[src/rtl/mbce_pkg.sv]
`default_nettype none

package mbce_pkg;

  localparam int ADDR_W     = 32;
  localparam int PIX_ADDR_W = 32;
  localparam int COLOR_W    = 32;
  localparam int ORG_W      = 16;
  localparam int PITCH_W    = 16;
  localparam int BPP_W      = 3;
  localparam int ROW_W      = 10;
  localparam int BYTE_W     = 8;
  localparam int PIXIDX_W   = $clog2(BYTE_W);
  localparam int OFFS_W     = ROW_W + PIXIDX_W + BPP_W;
  localparam int STEP_W     = PIXIDX_W + BPP_W;
  localparam int PROD_Y_W   = ORG_W + PITCH_W;
  localparam int PROD_X_W   = ORG_W + BPP_W;

  localparam int REG_IDX_W  = 3;
  localparam int APB_ADDR_W = REG_IDX_W + 2;
  localparam int APB_DATA_W = 32;

  localparam int QDEPTH     = 2;
  localparam int QPTR_W     = $clog2(QDEPTH);

  localparam logic [COLOR_W-1:0] NO_COLOR     = 32'h9001_1337;
  localparam logic [COLOR_W-1:0] INVERT_COLOR = 32'h4266_6616;

  localparam logic [BPP_W-1:0] BPP_RESET       = 3'd4;
  localparam logic [ROW_W-1:0] ROW_BYTES_RESET = 10'd1;

  typedef enum logic [REG_IDX_W-1:0] {
    REG_BASE      = 3'd0,
    REG_ORIGIN_X  = 3'd1,
    REG_ORIGIN_Y  = 3'd2,
    REG_PITCH     = 3'd3,
    REG_BPP       = 3'd4,
    REG_FG        = 3'd5,
    REG_BG        = 3'd6,
    REG_ROW_BYTES = 3'd7
  } reg_idx_t;

  typedef enum logic {
    OP_WRITE  = 1'b0,
    OP_INVERT = 1'b1
  } op_t;

  typedef struct packed {
    logic [ADDR_W-1:0]  base;
    logic [ORG_W-1:0]   origin_x;
    logic [ORG_W-1:0]   origin_y;
    logic [PITCH_W-1:0] pitch;
    logic [BPP_W-1:0]   bpp;
    logic [COLOR_W-1:0] fg;
    logic [COLOR_W-1:0] bg;
    logic [ROW_W-1:0]   row_bytes;
  } cfg_t;

  typedef struct packed {
    logic [ADDR_W-1:0]  addr;
    logic [BPP_W-1:0]   bpp;
    logic [BYTE_W-1:0]  mask;
    logic [BYTE_W-1:0]  bits;
    logic               fg_inv;
    logic [COLOR_W-1:0] fg;
    logic [COLOR_W-1:0] bg;
  } qent_t;

endpackage

`default_nettype wire

[src/rtl/mbce_regs.sv]
`default_nettype none

module mbce_regs (
  input  logic                            clk,
  input  logic                            rst_n,
  input  logic                            psel,
  input  logic                            penable,
  input  logic                            pwrite,
  input  logic [mbce_pkg::APB_ADDR_W-1:0] paddr,
  input  logic [mbce_pkg::APB_DATA_W-1:0] pwdata,
  output logic [mbce_pkg::APB_DATA_W-1:0] prdata,
  output logic                            pready,
  output mbce_pkg::cfg_t                  cfg
);
  import mbce_pkg::*;

  cfg_t     cfg_r;
  reg_idx_t idx;
  logic     wr_en;

  assign idx    = reg_idx_t'(paddr[APB_ADDR_W-1:2]);
  assign wr_en  = psel & penable & pwrite;
  assign pready = 1'b1;
  assign cfg    = cfg_r;

  always_ff @(posedge clk) begin
    if (!rst_n) begin
      cfg_r.base      <= '0;
      cfg_r.origin_x  <= '0;
      cfg_r.origin_y  <= '0;
      cfg_r.pitch     <= '0;
      cfg_r.bpp       <= BPP_RESET;
      cfg_r.fg        <= '0;
      cfg_r.bg        <= '0;
      cfg_r.row_bytes <= ROW_BYTES_RESET;
    end else if (wr_en) begin
      unique case (idx)
        REG_BASE:      cfg_r.base      <= pwdata[ADDR_W-1:0];
        REG_ORIGIN_X:  cfg_r.origin_x  <= pwdata[ORG_W-1:0];
        REG_ORIGIN_Y:  cfg_r.origin_y  <= pwdata[ORG_W-1:0];
        REG_PITCH:     cfg_r.pitch     <= pwdata[PITCH_W-1:0];
        REG_BPP:       cfg_r.bpp       <= pwdata[BPP_W-1:0];
        REG_FG:        cfg_r.fg        <= pwdata[COLOR_W-1:0];
        REG_BG:        cfg_r.bg        <= pwdata[COLOR_W-1:0];
        REG_ROW_BYTES: cfg_r.row_bytes <= pwdata[ROW_W-1:0];
        default: ;
      endcase
    end
  end

  always_comb begin
    unique case (idx)
      REG_BASE:      prdata = APB_DATA_W'(cfg_r.base);
      REG_ORIGIN_X:  prdata = APB_DATA_W'(cfg_r.origin_x);
      REG_ORIGIN_Y:  prdata = APB_DATA_W'(cfg_r.origin_y);
      REG_PITCH:     prdata = APB_DATA_W'(cfg_r.pitch);
      REG_BPP:       prdata = APB_DATA_W'(cfg_r.bpp);
      REG_FG:        prdata = APB_DATA_W'(cfg_r.fg);
      REG_BG:        prdata = APB_DATA_W'(cfg_r.bg);
      REG_ROW_BYTES: prdata = APB_DATA_W'(cfg_r.row_bytes);
      default:       prdata = '0;
    endcase
  end

endmodule

`default_nettype wire

[src/rtl/mbce_fifo.sv]
`default_nettype none

module mbce_fifo (
  input  logic            clk,
  input  logic            rst_n,
  input  logic            wr_vld,
  input  mbce_pkg::qent_t wr_data,
  output logic            wr_rdy,
  output logic            rd_vld,
  output mbce_pkg::qent_t rd_data,
  input  logic            rd_en
);
  import mbce_pkg::*;

  qent_t             slot_r [QDEPTH];
  logic [QPTR_W-1:0] wr_ptr_r;
  logic [QPTR_W-1:0] rd_ptr_r;
  logic [QPTR_W:0]   count_r;
  logic              do_wr;
  logic              do_rd;

  assign wr_rdy  = count_r != (QPTR_W+1)'(QDEPTH);
  assign rd_vld  = count_r != '0;
  assign do_wr   = wr_vld & wr_rdy;
  assign do_rd   = rd_en & rd_vld;
  assign rd_data = slot_r[rd_ptr_r];

  always_ff @(posedge clk) begin
    if (!rst_n) begin
      wr_ptr_r <= '0;
      rd_ptr_r <= '0;
      count_r  <= '0;
    end else begin
      if (do_wr) wr_ptr_r <= wr_ptr_r + 1'b1;
      if (do_rd) rd_ptr_r <= rd_ptr_r + 1'b1;
      if (do_wr && !do_rd) begin
        count_r <= count_r + 1'b1;
      end else if (!do_wr && do_rd) begin
        count_r <= count_r - 1'b1;
      end
    end
  end

  always_ff @(posedge clk) begin
    if (do_wr) slot_r[wr_ptr_r] <= wr_data;
  end

endmodule

`default_nettype wire

[src/rtl/mbce_front.sv]
`default_nettype none

module mbce_front (
  input  logic                        clk,
  input  logic                        rst_n,
  input  mbce_pkg::cfg_t              cfg,
  input  logic                        push,
  output logic                        full,
  input  logic [mbce_pkg::BYTE_W-1:0] bitmap_byte,
  input  logic                        last_byte,
  output logic                        q_wr_vld,
  output mbce_pkg::qent_t             q_wr_data,
  input  logic                        q_wr_rdy
);
  import mbce_pkg::*;

  typedef enum logic {
    ST_RUN,
    ST_SUM
  } st_t;

  st_t                  st_r;
  logic                 hold_vld_r;
  logic [BYTE_W-1:0]    hold_bits_r;
  logic                 hold_last_r;
  logic                 at_start_r;
  logic [ADDR_W-1:0]    row_start_r;
  logic [ROW_W-1:0]     byte_in_row_r;
  logic [PROD_Y_W-1:0]  prod_y_r;
  logic [PROD_X_W-1:0]  prod_x_r;

  logic [BYTE_W-1:0]    mask;
  logic [OFFS_W-1:0]    offs;
  logic                 fg_live;
  logic                 bg_live;
  logic                 row_active;
  logic                 row_end;
  logic                 go;
  logic                 need_push;
  logic                 consume;
  logic                 accept;

  assign fg_live    = cfg.fg != NO_COLOR;
  assign bg_live    = cfg.bg != NO_COLOR;
  assign row_active = cfg.row_bytes != '0;

  always_comb begin
    for (int i = 0; i < BYTE_W; i++) begin
      mask[i] = hold_bits_r[i] ? fg_live : bg_live;
    end
  end

  assign offs      = OFFS_W'({byte_in_row_r, PIXIDX_W'(0)}) * OFFS_W'(cfg.bpp);
  assign row_end   = ({1'b0, byte_in_row_r} + 1'b1) >= {1'b0, cfg.row_bytes};
  assign go        = hold_vld_r && !at_start_r && (st_r == ST_RUN);
  assign need_push = row_active && (mask != '0);
  assign consume   = go && (!need_push || q_wr_rdy);
  assign q_wr_vld  = go && need_push;
  assign full      = hold_vld_r && !consume;
  assign accept    = push && !full;

  assign q_wr_data.addr   = row_start_r + ADDR_W'(offs);
  assign q_wr_data.bpp    = cfg.bpp;
  assign q_wr_data.mask   = mask;
  assign q_wr_data.bits   = hold_bits_r;
  assign q_wr_data.fg_inv = cfg.fg == INVERT_COLOR;
  assign q_wr_data.fg     = cfg.fg;
  assign q_wr_data.bg     = cfg.bg;

  always_ff @(posedge clk) begin
    if (!rst_n) begin
      st_r          <= ST_RUN;
      hold_vld_r    <= 1'b0;
      at_start_r    <= 1'b1;
      row_start_r   <= '0;
      byte_in_row_r <= '0;
    end else begin
      unique case (st_r)
        ST_RUN: begin
          if (hold_vld_r && at_start_r) st_r <= ST_SUM;
        end
        ST_SUM: begin
          row_start_r   <= cfg.base + ADDR_W'(prod_y_r) + ADDR_W'(prod_x_r);
          byte_in_row_r <= '0;
          at_start_r    <= 1'b0;
          st_r          <= ST_RUN;
        end
      endcase
      if (consume) begin
        if (row_active) begin
          if (row_end) begin
            byte_in_row_r <= '0;
            row_start_r   <= row_start_r + ADDR_W'(cfg.pitch);
          end else begin
            byte_in_row_r <= byte_in_row_r + 1'b1;
          end
        end
        if (hold_last_r) at_start_r <= 1'b1;
      end
      if (accept) begin
        hold_vld_r <= 1'b1;
      end else if (consume) begin
        hold_vld_r <= 1'b0;
      end
    end
  end

  always_ff @(posedge clk) begin
    if (accept) begin
      hold_bits_r <= bitmap_byte;
      hold_last_r <= last_byte;
    end
    prod_y_r <= PROD_Y_W'(cfg.origin_y) * PROD_Y_W'(cfg.pitch);
    prod_x_r <= PROD_X_W'(cfg.origin_x) * PROD_X_W'(cfg.bpp);
  end

endmodule

`default_nettype wire

[src/rtl/mbce_back.sv]
`default_nettype none

module mbce_back (
  input  logic                            clk,
  input  logic                            rst_n,
  input  logic                            q_rd_vld,
  input  mbce_pkg::qent_t                 q_rd_data,
  output logic                            q_rd_en,
  input  logic                            pop,
  output logic                            out_empty,
  output logic [mbce_pkg::PIX_ADDR_W-1:0] out_pixel_address,
  output logic                            out_operation,
  output logic [mbce_pkg::COLOR_W-1:0]    out_pixel_color,
  output logic                            out_last_of_run
);
  import mbce_pkg::*;

  qent_t                cur_r;
  logic [BYTE_W-1:0]    cur_mask_r;
  logic                 cur_vld_r;
  logic                 out_vld_r;
  logic [ADDR_W-1:0]    out_addr_r;
  op_t                  out_op_r;
  logic [COLOR_W-1:0]   out_color_r;
  logic                 out_last_r;

  logic [PIXIDX_W-1:0]  sel;
  logic [PIXIDX_W-1:0]  pos;
  logic [BYTE_W-1:0]    rest_mask;
  logic                 run_last;
  logic                 advance;
  logic                 bit_set;
  op_t                  op;
  logic [COLOR_W-1:0]   color;
  logic [ADDR_W-1:0]    addr;

  always_comb begin
    sel = '0;
    for (int i = 0; i < BYTE_W; i++) begin
      if (cur_mask_r[i]) sel = PIXIDX_W'(i);
    end
  end

  assign pos       = PIXIDX_W'(BYTE_W - 1) - sel;
  assign rest_mask = cur_mask_r & ~(BYTE_W'(1) << sel);
  assign run_last  = rest_mask == '0;
  assign advance   = cur_vld_r && (!out_vld_r || pop);
  assign q_rd_en   = q_rd_vld && (!cur_vld_r || (advance && run_last));
  assign bit_set   = cur_r.bits[sel];
  assign op        = (bit_set && cur_r.fg_inv) ? OP_INVERT : OP_WRITE;
  assign color     = bit_set ? (cur_r.fg_inv ? '0 : cur_r.fg) : cur_r.bg;
  assign addr      = cur_r.addr + ADDR_W'(STEP_W'(pos) * STEP_W'(cur_r.bpp));

  assign out_empty         = !out_vld_r;
  assign out_pixel_address = PIX_ADDR_W'(out_addr_r);
  assign out_operation     = out_op_r;
  assign out_pixel_color   = out_color_r;
  assign out_last_of_run   = out_last_r;

  always_ff @(posedge clk) begin
    if (!rst_n) begin
      cur_vld_r <= 1'b0;
      out_vld_r <= 1'b0;
    end else begin
      if (q_rd_en) begin
        cur_vld_r <= 1'b1;
      end else if (advance && run_last) begin
        cur_vld_r <= 1'b0;
      end
      if (advance) begin
        out_vld_r <= 1'b1;
      end else if (pop) begin
        out_vld_r <= 1'b0;
      end
    end
  end

  always_ff @(posedge clk) begin
    if (q_rd_en) begin
      cur_r      <= q_rd_data;
      cur_mask_r <= q_rd_data.mask;
    end else if (advance) begin
      cur_mask_r <= rest_mask;
    end
    if (advance) begin
      out_addr_r  <= addr;
      out_op_r    <= op;
      out_color_r <= color;
      out_last_r  <= run_last;
    end
  end

endmodule

`default_nettype wire

[src/rtl/mono_bitmap_color_expand_unit.sv]
// Channel     | Ports                                    | Transfer when
// ------------+------------------------------------------+-----------------------------
// bitmap in   | push, full, in_bitmap_byte, in_last_byte | push && !full
// pixel ops   | pop, empty, out_pixel_address, ...       | pop && !empty
// registers   | psel, penable, pwrite, paddr, pwdata,... | psel && penable && pwrite
//
// One pixel operation leaves per cycle while pop is held and work waits; a byte holds
// the back end until all its operations (up to 8) are out, and one that yields none
// passes the front unqueued. The first byte of a bitmap waits while ST_SUM adds the
// registered origin products to base; later bytes enter the front one per cycle
// unless the queue is full. A two-entry queue separates front and back; either side
// stalls on its own. rst_n is synchronous, active low; no clearing pass follows reset.

`default_nettype none

module mono_bitmap_color_expand_unit (
  input  logic                            clk,
  input  logic                            rst_n,
  input  logic                            push,
  output logic                            full,
  input  logic [mbce_pkg::BYTE_W-1:0]     in_bitmap_byte,
  input  logic                            in_last_byte,
  output logic                            empty,
  input  logic                            pop,
  output logic [mbce_pkg::PIX_ADDR_W-1:0] out_pixel_address,
  output logic                            out_operation,
  output logic [mbce_pkg::COLOR_W-1:0]    out_pixel_color,
  output logic                            out_last_of_run,
  input  logic                            psel,
  input  logic                            penable,
  input  logic                            pwrite,
  input  logic [mbce_pkg::APB_ADDR_W-1:0] paddr,
  input  logic [mbce_pkg::APB_DATA_W-1:0] pwdata,
  output logic [mbce_pkg::APB_DATA_W-1:0] prdata,
  output logic                            pready
);
  import mbce_pkg::*;

  cfg_t  cfg;
  qent_t q_wr_data;
  qent_t q_rd_data;
  logic  q_wr_vld;
  logic  q_wr_rdy;
  logic  q_rd_vld;
  logic  q_rd_en;

  mbce_regs u_regs (
    .clk     (clk),
    .rst_n   (rst_n),
    .psel    (psel),
    .penable (penable),
    .pwrite  (pwrite),
    .paddr   (paddr),
    .pwdata  (pwdata),
    .prdata  (prdata),
    .pready  (pready),
    .cfg     (cfg)
  );

  mbce_front u_front (
    .clk         (clk),
    .rst_n       (rst_n),
    .cfg         (cfg),
    .push        (push),
    .full        (full),
    .bitmap_byte (in_bitmap_byte),
    .last_byte   (in_last_byte),
    .q_wr_vld    (q_wr_vld),
    .q_wr_data   (q_wr_data),
    .q_wr_rdy    (q_wr_rdy)
  );

  mbce_fifo u_fifo (
    .clk     (clk),
    .rst_n   (rst_n),
    .wr_vld  (q_wr_vld),
    .wr_data (q_wr_data),
    .wr_rdy  (q_wr_rdy),
    .rd_vld  (q_rd_vld),
    .rd_data (q_rd_data),
    .rd_en   (q_rd_en)
  );

  mbce_back u_back (
    .clk               (clk),
    .rst_n             (rst_n),
    .q_rd_vld          (q_rd_vld),
    .q_rd_data         (q_rd_data),
    .q_rd_en           (q_rd_en),
    .pop               (pop),
    .out_empty         (empty),
    .out_pixel_address (out_pixel_address),
    .out_operation     (out_operation),
    .out_pixel_color   (out_pixel_color),
    .out_last_of_run   (out_last_of_run)
  );

endmodule

`default_nettype wire

[config.mk]
export PLATFORM = sky130hd
export DESIGN_NAME = mono_bitmap_color_expand_unit
export DESIGN_NICKNAME = d
export VERILOG_FILES = /design/src/rtl/mbce_pkg.sv /design/src/rtl/mbce_regs.sv /design/src/rtl/mbce_fifo.sv /design/src/rtl/mbce_front.sv /design/src/rtl/mbce_back.sv /design/src/rtl/mono_bitmap_color_expand_unit.sv
export SDC_FILE = /design/constraint.sdc
export NUM_CORES = 2
export LEC_CHECK = 0
export ABC_AREA = 1
export BUFFER_PORTS_ARGS = -buffer_cell sky130_fd_sc_hd__buf_4
export CORE_MARGIN = 3
export CORE_UTILIZATION = 55
export DETAILED_ROUTE_END_ITERATION = 16
export GPL_TIMING_DRIVEN = 0
export PLACE_DENSITY = 0.8
export SLEW_MARGIN = 5
export SYNTH_ARGS = -nofsm -noshare
export SYNTH_HDL_FRONTEND = slang
export SYNTH_SLANG_ARGS = --single-unit
export TNS_END_PERCENT = 5
[constraint.sdc]
create_clock -name clk -period 7.6 [get_ports clk]
set_input_delay 0 -clock clk [delete_from_list [all_inputs] [get_ports clk]]
set_output_delay 0 -clock clk [all_outputs]
set_load 0.005 [all_outputs]
[Word level (Yosys, flattened, before mapping)]
Memory sizes are Yosys's and may differ from the RTL's. A register that Yosys moved wholly into a read port is not among the register bits.
Index checks and enable logic that the tools add are counted.
Cells by class
  equality and inequality tests: 11
  bitwise logic cells: 7
  reductions and logical operators: 43
  muxes and demuxes: 48
  multiply operators: 4
  add/sub/neg operators: 12
  shifts and indexed selects: 1
  $lt $le $gt $ge: 2
Operators by type and width (number)
  32-bit case mux with 8 select lines: 1
  32-bit 2-to-1 mux: 6
  32-bit by 16-bit adder with 32-bit output: 2
  32-bit != test (second input constant): 2
  10-bit 2-to-1 mux: 4
  32-bit by 19-bit adder with 32-bit output: 1
  32-bit adder: 1
  32-bit by 6-bit adder with 32-bit output: 1
  32-bit by 31-bit equality test with 1-bit output (second input constant): 1
  16-bit by 16-bit multiplier with 32-bit output: 1
  1-bit 2-to-1 mux: 25
  16-bit by 3-bit multiplier with 19-bit output: 1
  8-bit 2-to-1 mux: 2
  2-bit AND reduction: 8
  1-bit logical AND: 14
  10-bit by 3-bit multiplier with 13-bit output: 1
  3-bit equality test (second input constant): 4
  3-bit 2-to-1 mux: 4
  2-bit nonzero test: 6
  10-bit by 1-bit adder with 11-bit output (second input constant): 1
  11-bit by 10-bit >= comparator with 1-bit output: 1
  10-bit by 1-bit adder with 10-bit output (second input constant): 1
  10-bit nonzero test: 1
  8-bit bitwise AND: 1
  21 further kinds: 38
Storage, ports and cells
  memories kept: 1
  register bits: 450
  word-level logic and storage cells: 162
  RAM bits: 232
Memories
  u_fifo.slot_r: depth 2, bits a word 116, read ports 1, clocked after Yosys merged registers in 1, write ports 1, RTL line mbce_fifo.sv:15  | qent_t slot_r [QDEPTH];

[Depth between registers and ports, before layout]
  depth in word-level cells: 18
  gate-level depth with buffers: 29
  depth with buffers taken out: 27

[Modules after synthesis]
From an unflattened synthesis, not the netlist that was laid out.
Unflattened totals
  cell total of the unflattened synthesis: 4987
  area, all modules: 44356.3 um^2
By module, submodules not included
  mbce_front: cells each 3015, area an instance 20737.4 um^2, sequential area each 2192.1 um^2, times used 1
  mbce_fifo: cells each 398, area an instance 8765.9 um^2, sequential area each 7066.8 um^2, times used 1
  mbce_back: cells each 542, area an instance 7614.8 um^2, sequential area each 5505.3 um^2, times used 1
  mbce_regs: cells each 1032, area an instance 7238.2 um^2, sequential area each 3143.0 um^2, times used 1

[Worst setup path before layout]
OpenSTA, ideal clock, no wires.
  path kind: reg2reg
  from: register u_regs.cfg_r, in the netlist u_regs.cfg[25]
  to: memory u_fifo.slot_r[0][0] in the netlist's numbering, enable pin
  setup slack: 811 ps
  data arrival time: 6196 ps
  data required time: 7007 ps
  stages on the path, launching flop included: 17
  cell sequence: dfxtp_1 -> inv_1 -> nand2_1 -> nor2_1 -> nand2_1 -> nor2_1 -> nand2_1 -> nand2_1 -> nand2_1 -> inv_1 -> nand2_1 -> nor2_1 -> nand2_1 -> nand2_1 -> nor2_1 -> inv_1 -> nor2_1
RTL lines
  start: declaration: RTL line mbce_regs.sv:17  | cfg_t cfg_r;
  end: declaration: RTL line mbce_fifo.sv:15

[Worst setup path in the final report]
  from: register u_regs.cfg_r, in the netlist u_regs.cfg[102]
  to: register u_front.prod_y_r[26]
On the way
  longest elaborated chain between the ends: 1
Ends and longest elaborated chain
  16-bit by 16-bit multiplier with 32-bit output: RTL line mbce_front.sv:113  | prod_y_r <= PROD_Y_W'(cfg.origin_y) * PROD_Y_W'(cfg.pitch);
  end signal: assignment: RTL line mbce_front.sv:113
  end: declaration: RTL line mbce_front.sv:29  | logic [PROD_Y_W-1:0] prod_y_r;
Every way passes these cells.
A chain may end at the register's enable or synchronous reset.

==> summary.md <==
| Metric | Value |
|---|---|
| Final #Nets | 5505 |
| Gate Count Post-Synth | 4699 |
| Most numerous cell on the critical path | nand2_1 |
| Max VDD drop | 0.000195 V |
| Final total power | 10.7 mW |
| Num CTS Buffers | 74 |
| Unrepaired setup endpoints after global routing | false |
| Period utilization | 0.970 |
| Total grt overflow | 0 |
| Setup WS pre-CTS | 0.405 ns |
| Final setup violation count | 0 |
| CORE AREA | 75200 sq um |
| I/O pin cnt | 154 |
| Floorplan die width | 283 microns |
| DR WL/cell | 20.8 microns |
| Worst Hold Path Cells | 2 |
| Yosys reg bits | 683 |
| R2R Setup Slk | 0.23 ns |
| Min Tclk post-route | 7.37 ns |
| Die area | 80000 sq um |
| CP peak stage delay | 1.04 ns |
| CTS root buf | clkbuf_16 |
| Number of max-cap violations | 0 |
| Seq/Total Area, Yosys | 0.425 |
| Crit path capture type | flop |
| Reg-to-reg endpoint | u_front.prod_y_r[26] |
| Detailed placement HPWL | 97800 microns |
| Routability cong. | 0.990 |
| Non-Filler Instances | 6065 |
| Vias | 34200 |
| R2r startpoint | u_regs.cfg[102] |
| Final worst slack | 0.228 ns |
| Tightest Pin Transition | 1.35 ns |
| Post-CTS Setup Repair Bufs | 0 |
| Status | finished, final reports clean |
| Max-slew violations | 0 |
| CTS Sinks | 683 |
| Peak Freq | 136 MHz |
| HP Class | in -> reg |
| DR pass1 iterations | 8 |
| Start point of the critical path | u_regs.cfg[102] |
| Clk buf depth | 3 |
| Pwr dens | 224 nW/um^2 |
| Placed cell count | 5877 |
| Share of flip-flops with an asynchronous set or reset | 0 |
| Top FF cell, synth | edfxtp_1 |
| Initial core utilization | 0.561 |
| Crit Path Category | reg -> reg |
| CTS H-Tree Depth | 3 |
| WP data arrival | 7.87 ns |
| IO buf count | 149 |
| WL met2 | 58200 microns |
| Post-synth EDFFs | 423 |
| Layout cells sized above 1 | 0.0899 |
| Die Y | 283 microns |
| DR top layer | met4 |
| Ys Warns | 0 |
| Initial antenna violation count | 3 |
| Clock skew | 0.0295 ns |
| Rel. slew slack | 0.0919 |
| CTS tree | done |
| Netlist cell types | 56 |
| Residual DRC | 0 |
| Worst-path fanout max | 10 |
| CP Cell Sequence | clkbuf_1 -> clkbuf_1 -> nand2_1 -> fa_1 -> fa_1 -> fa_1 -> fa_1 -> inv_1 -> fa_1 -> inv_1 -> fa_1 -> inv_1 -> ha_1 -> a21oi_1 -> inv_1 -> o21ai_0 -> o21ai_1 -> nand2_1 -> nand2_1 -> nand2_1 -> nand2_1 -> nand2_1 -> nand2_1 |
| Antenna-violating nets left | 0 |
| Syn Std Cell Area | 42200 sq um |
| Worst Reg-to-Reg Cells | 23 |
| Startpoint Class | flop |
| First-pass GRT wire length | 193000 microns |
| Routed wire length | 126000 microns |
| Slowest cell on the critical path | o21ai_0 |
| FP Rows | 100 |
| Gr usage total | 0.312 |
| Final Hold Vio Count | 0 |
| WL met3 | 12600 microns |
| Syn Area/Cell | 8.97 sq um |
| Post-CTS sizing | 0 |
| Largest net degree at the start of global routing | 68 |
| Mapped Nets | 5223 |
| # fillers | 6054 |
| Clock latency on the worst-skew pair | 0.63 ns |
| Initial DRC count | 3417 |
| Vias in the first global route | 33500 |
| Synth-to-layout area growth | 13.2% |
| WP data required | 8.10 ns |
| Via density | 5.65 |
| Pleak | 22.1 nW |
| Worst-path clk slew | 0.07 ns |
| Min Hold Slack | 0.0927 ns |
| Crit path capture | u_front.prod_y_r[26] |
| M1 WL | 50300 microns |
==> worst min-delay path by stage <==
stage / from / end / slack [ns]
detailed placement: in_bitmap_byte[2] / u_front.hold_bits_r[2] / 0.18
CTS: in_last_byte / u_front.hold_last_r / 0.08
global placement: in_bitmap_byte[3] / u_front.hold_bits_r[3] / 0.18
finish: in_last_byte / u_front.hold_last_r / 0.09
floorplan: in_bitmap_byte[0] / u_front.hold_bits_r[0] / 0.1
global route: in_bitmap_byte[3] / u_front.hold_bits_r[3] / 0.11
==> routing by layer <==
layer	global-route usage	vias up
met5	0	-
met2	0.504	1766
met4	0.122	0
li1	-	15700
met3	0.0502	293
met1	0.423	16400
==> flip-flops by register name (all words and copies together), names as in the netlist, 10 cells and up, named ones only <==
name	cells
u_back.out_pixel_color	32
u_back.out_pixel_address	32
u_front.row_start_r	32
u_front.prod_y_r	32
u_back.cur_r	108
u_front.prod_x_r	19
u_front.byte_in_row_r	10
u_regs.cfg	157
u_fifo.slot_r	232
==> layout by cell type (no fill, tap or decap), types with 108 or more instances in the layout <==
master	instances
a21oi_1	255
ha_1	226
fa_1	245
nand3_1	152
edfxtp_1	423
inv_1	703
mux2_2	108
buf_4	155
nand2_1	1110
dfxtp_1	260
nor2_1	366
clkbuf_1	167
o21ai_0	242
==> critical path: cells and delay by family, from the launching register on <==
kind	cells	cell delay [ns]
buffers and inverters	6	1.31
AOI/OAI and AO/OA	3	1.56
DFF	1	0.31
and+or+nand+nor	7	0.64
adders and majority gates	7	3.43
==> metrics by stage <==
stage | util | setup TNS, ns | cell area (sq um)
floorplan | - | 0 | 42200
global placement | 0.593 | -272.10 | 44600
detailed placement | 0.596 | 0 | 44800
CTS | 0.635 | 0 | 47700
global route | 0.635 | 0 | 47700
finish | 0.635 | 0 | 47700
==> cell usage after synthesis, types with 28 or more instances <==
cell type	n	area [sq um]
inv_1	705	2650
a21oi_1	255	1280
nand2_1	1110	4170
o21ai_0	243	1220
nor3_1	33	165
fa_1	245	4900
xor2_1	97	850
edfxtp_1	423	12700
nand4_1	28	175
nor2_1	369	1390
nand3_1	152	761
dfxtp_1	260	5200
mux2_2	108	1220
xnor2_1	40	350
clkbuf_1	154	578
ha_1	226	2830
==> cell type report <==
| cell class | count | area (sq um) | share of cell area |
|---|---|---|---|
| inverters | 726 | 2730 | 0.0572 |
| multi-input cells | 3104 | 20800 | 0.436 |
| diodes | 4 | 10.0 | 0.000210 |
| clock inverters | 42 | 412 | 0.00862 |
| repair buffers | 206 | 1820 | 0.0382 |
| flip-flops and latches | 683 | 17900 | 0.375 |
| clock buffers | 94 | 2010 | 0.0422 |
| well taps | 1020 | 1280 | 0.0267 |
| plain buffers | 186 | 753 | 0.0158 |
==> what timing repair did <==
action,CTS,global route
hold buffers,48,0
endpoints found under the hold margin,169,0
endpoints found under the setup margin,0,0
==> cell families (layout without fill, tap and decap cells) <==
logic type	count (synthesis)	in the layout	synth area share
xor gates and xnor gates	137	137	0.0285
DFF	683	683	0.425
buffers and inverters	912	1254	0.0825
adders and majority gates	471	471	0.183
muxes	116	116	0.0307
and+or+nand+nor	1753	1753	0.168
AOI/OAI and AO/OA	626	626	0.0819
other	1	5	0.0000889
==> power by group <==
group          leakage (nW)  internal, mW  switching (mW)
logic                  14.9         0.785            1.35
clock network          1.18          2.09            1.52
registers              6.03          4.69           0.236
total                  22.1          7.57            3.11
No activity file was read; power rests on OpenSTA's default activity.
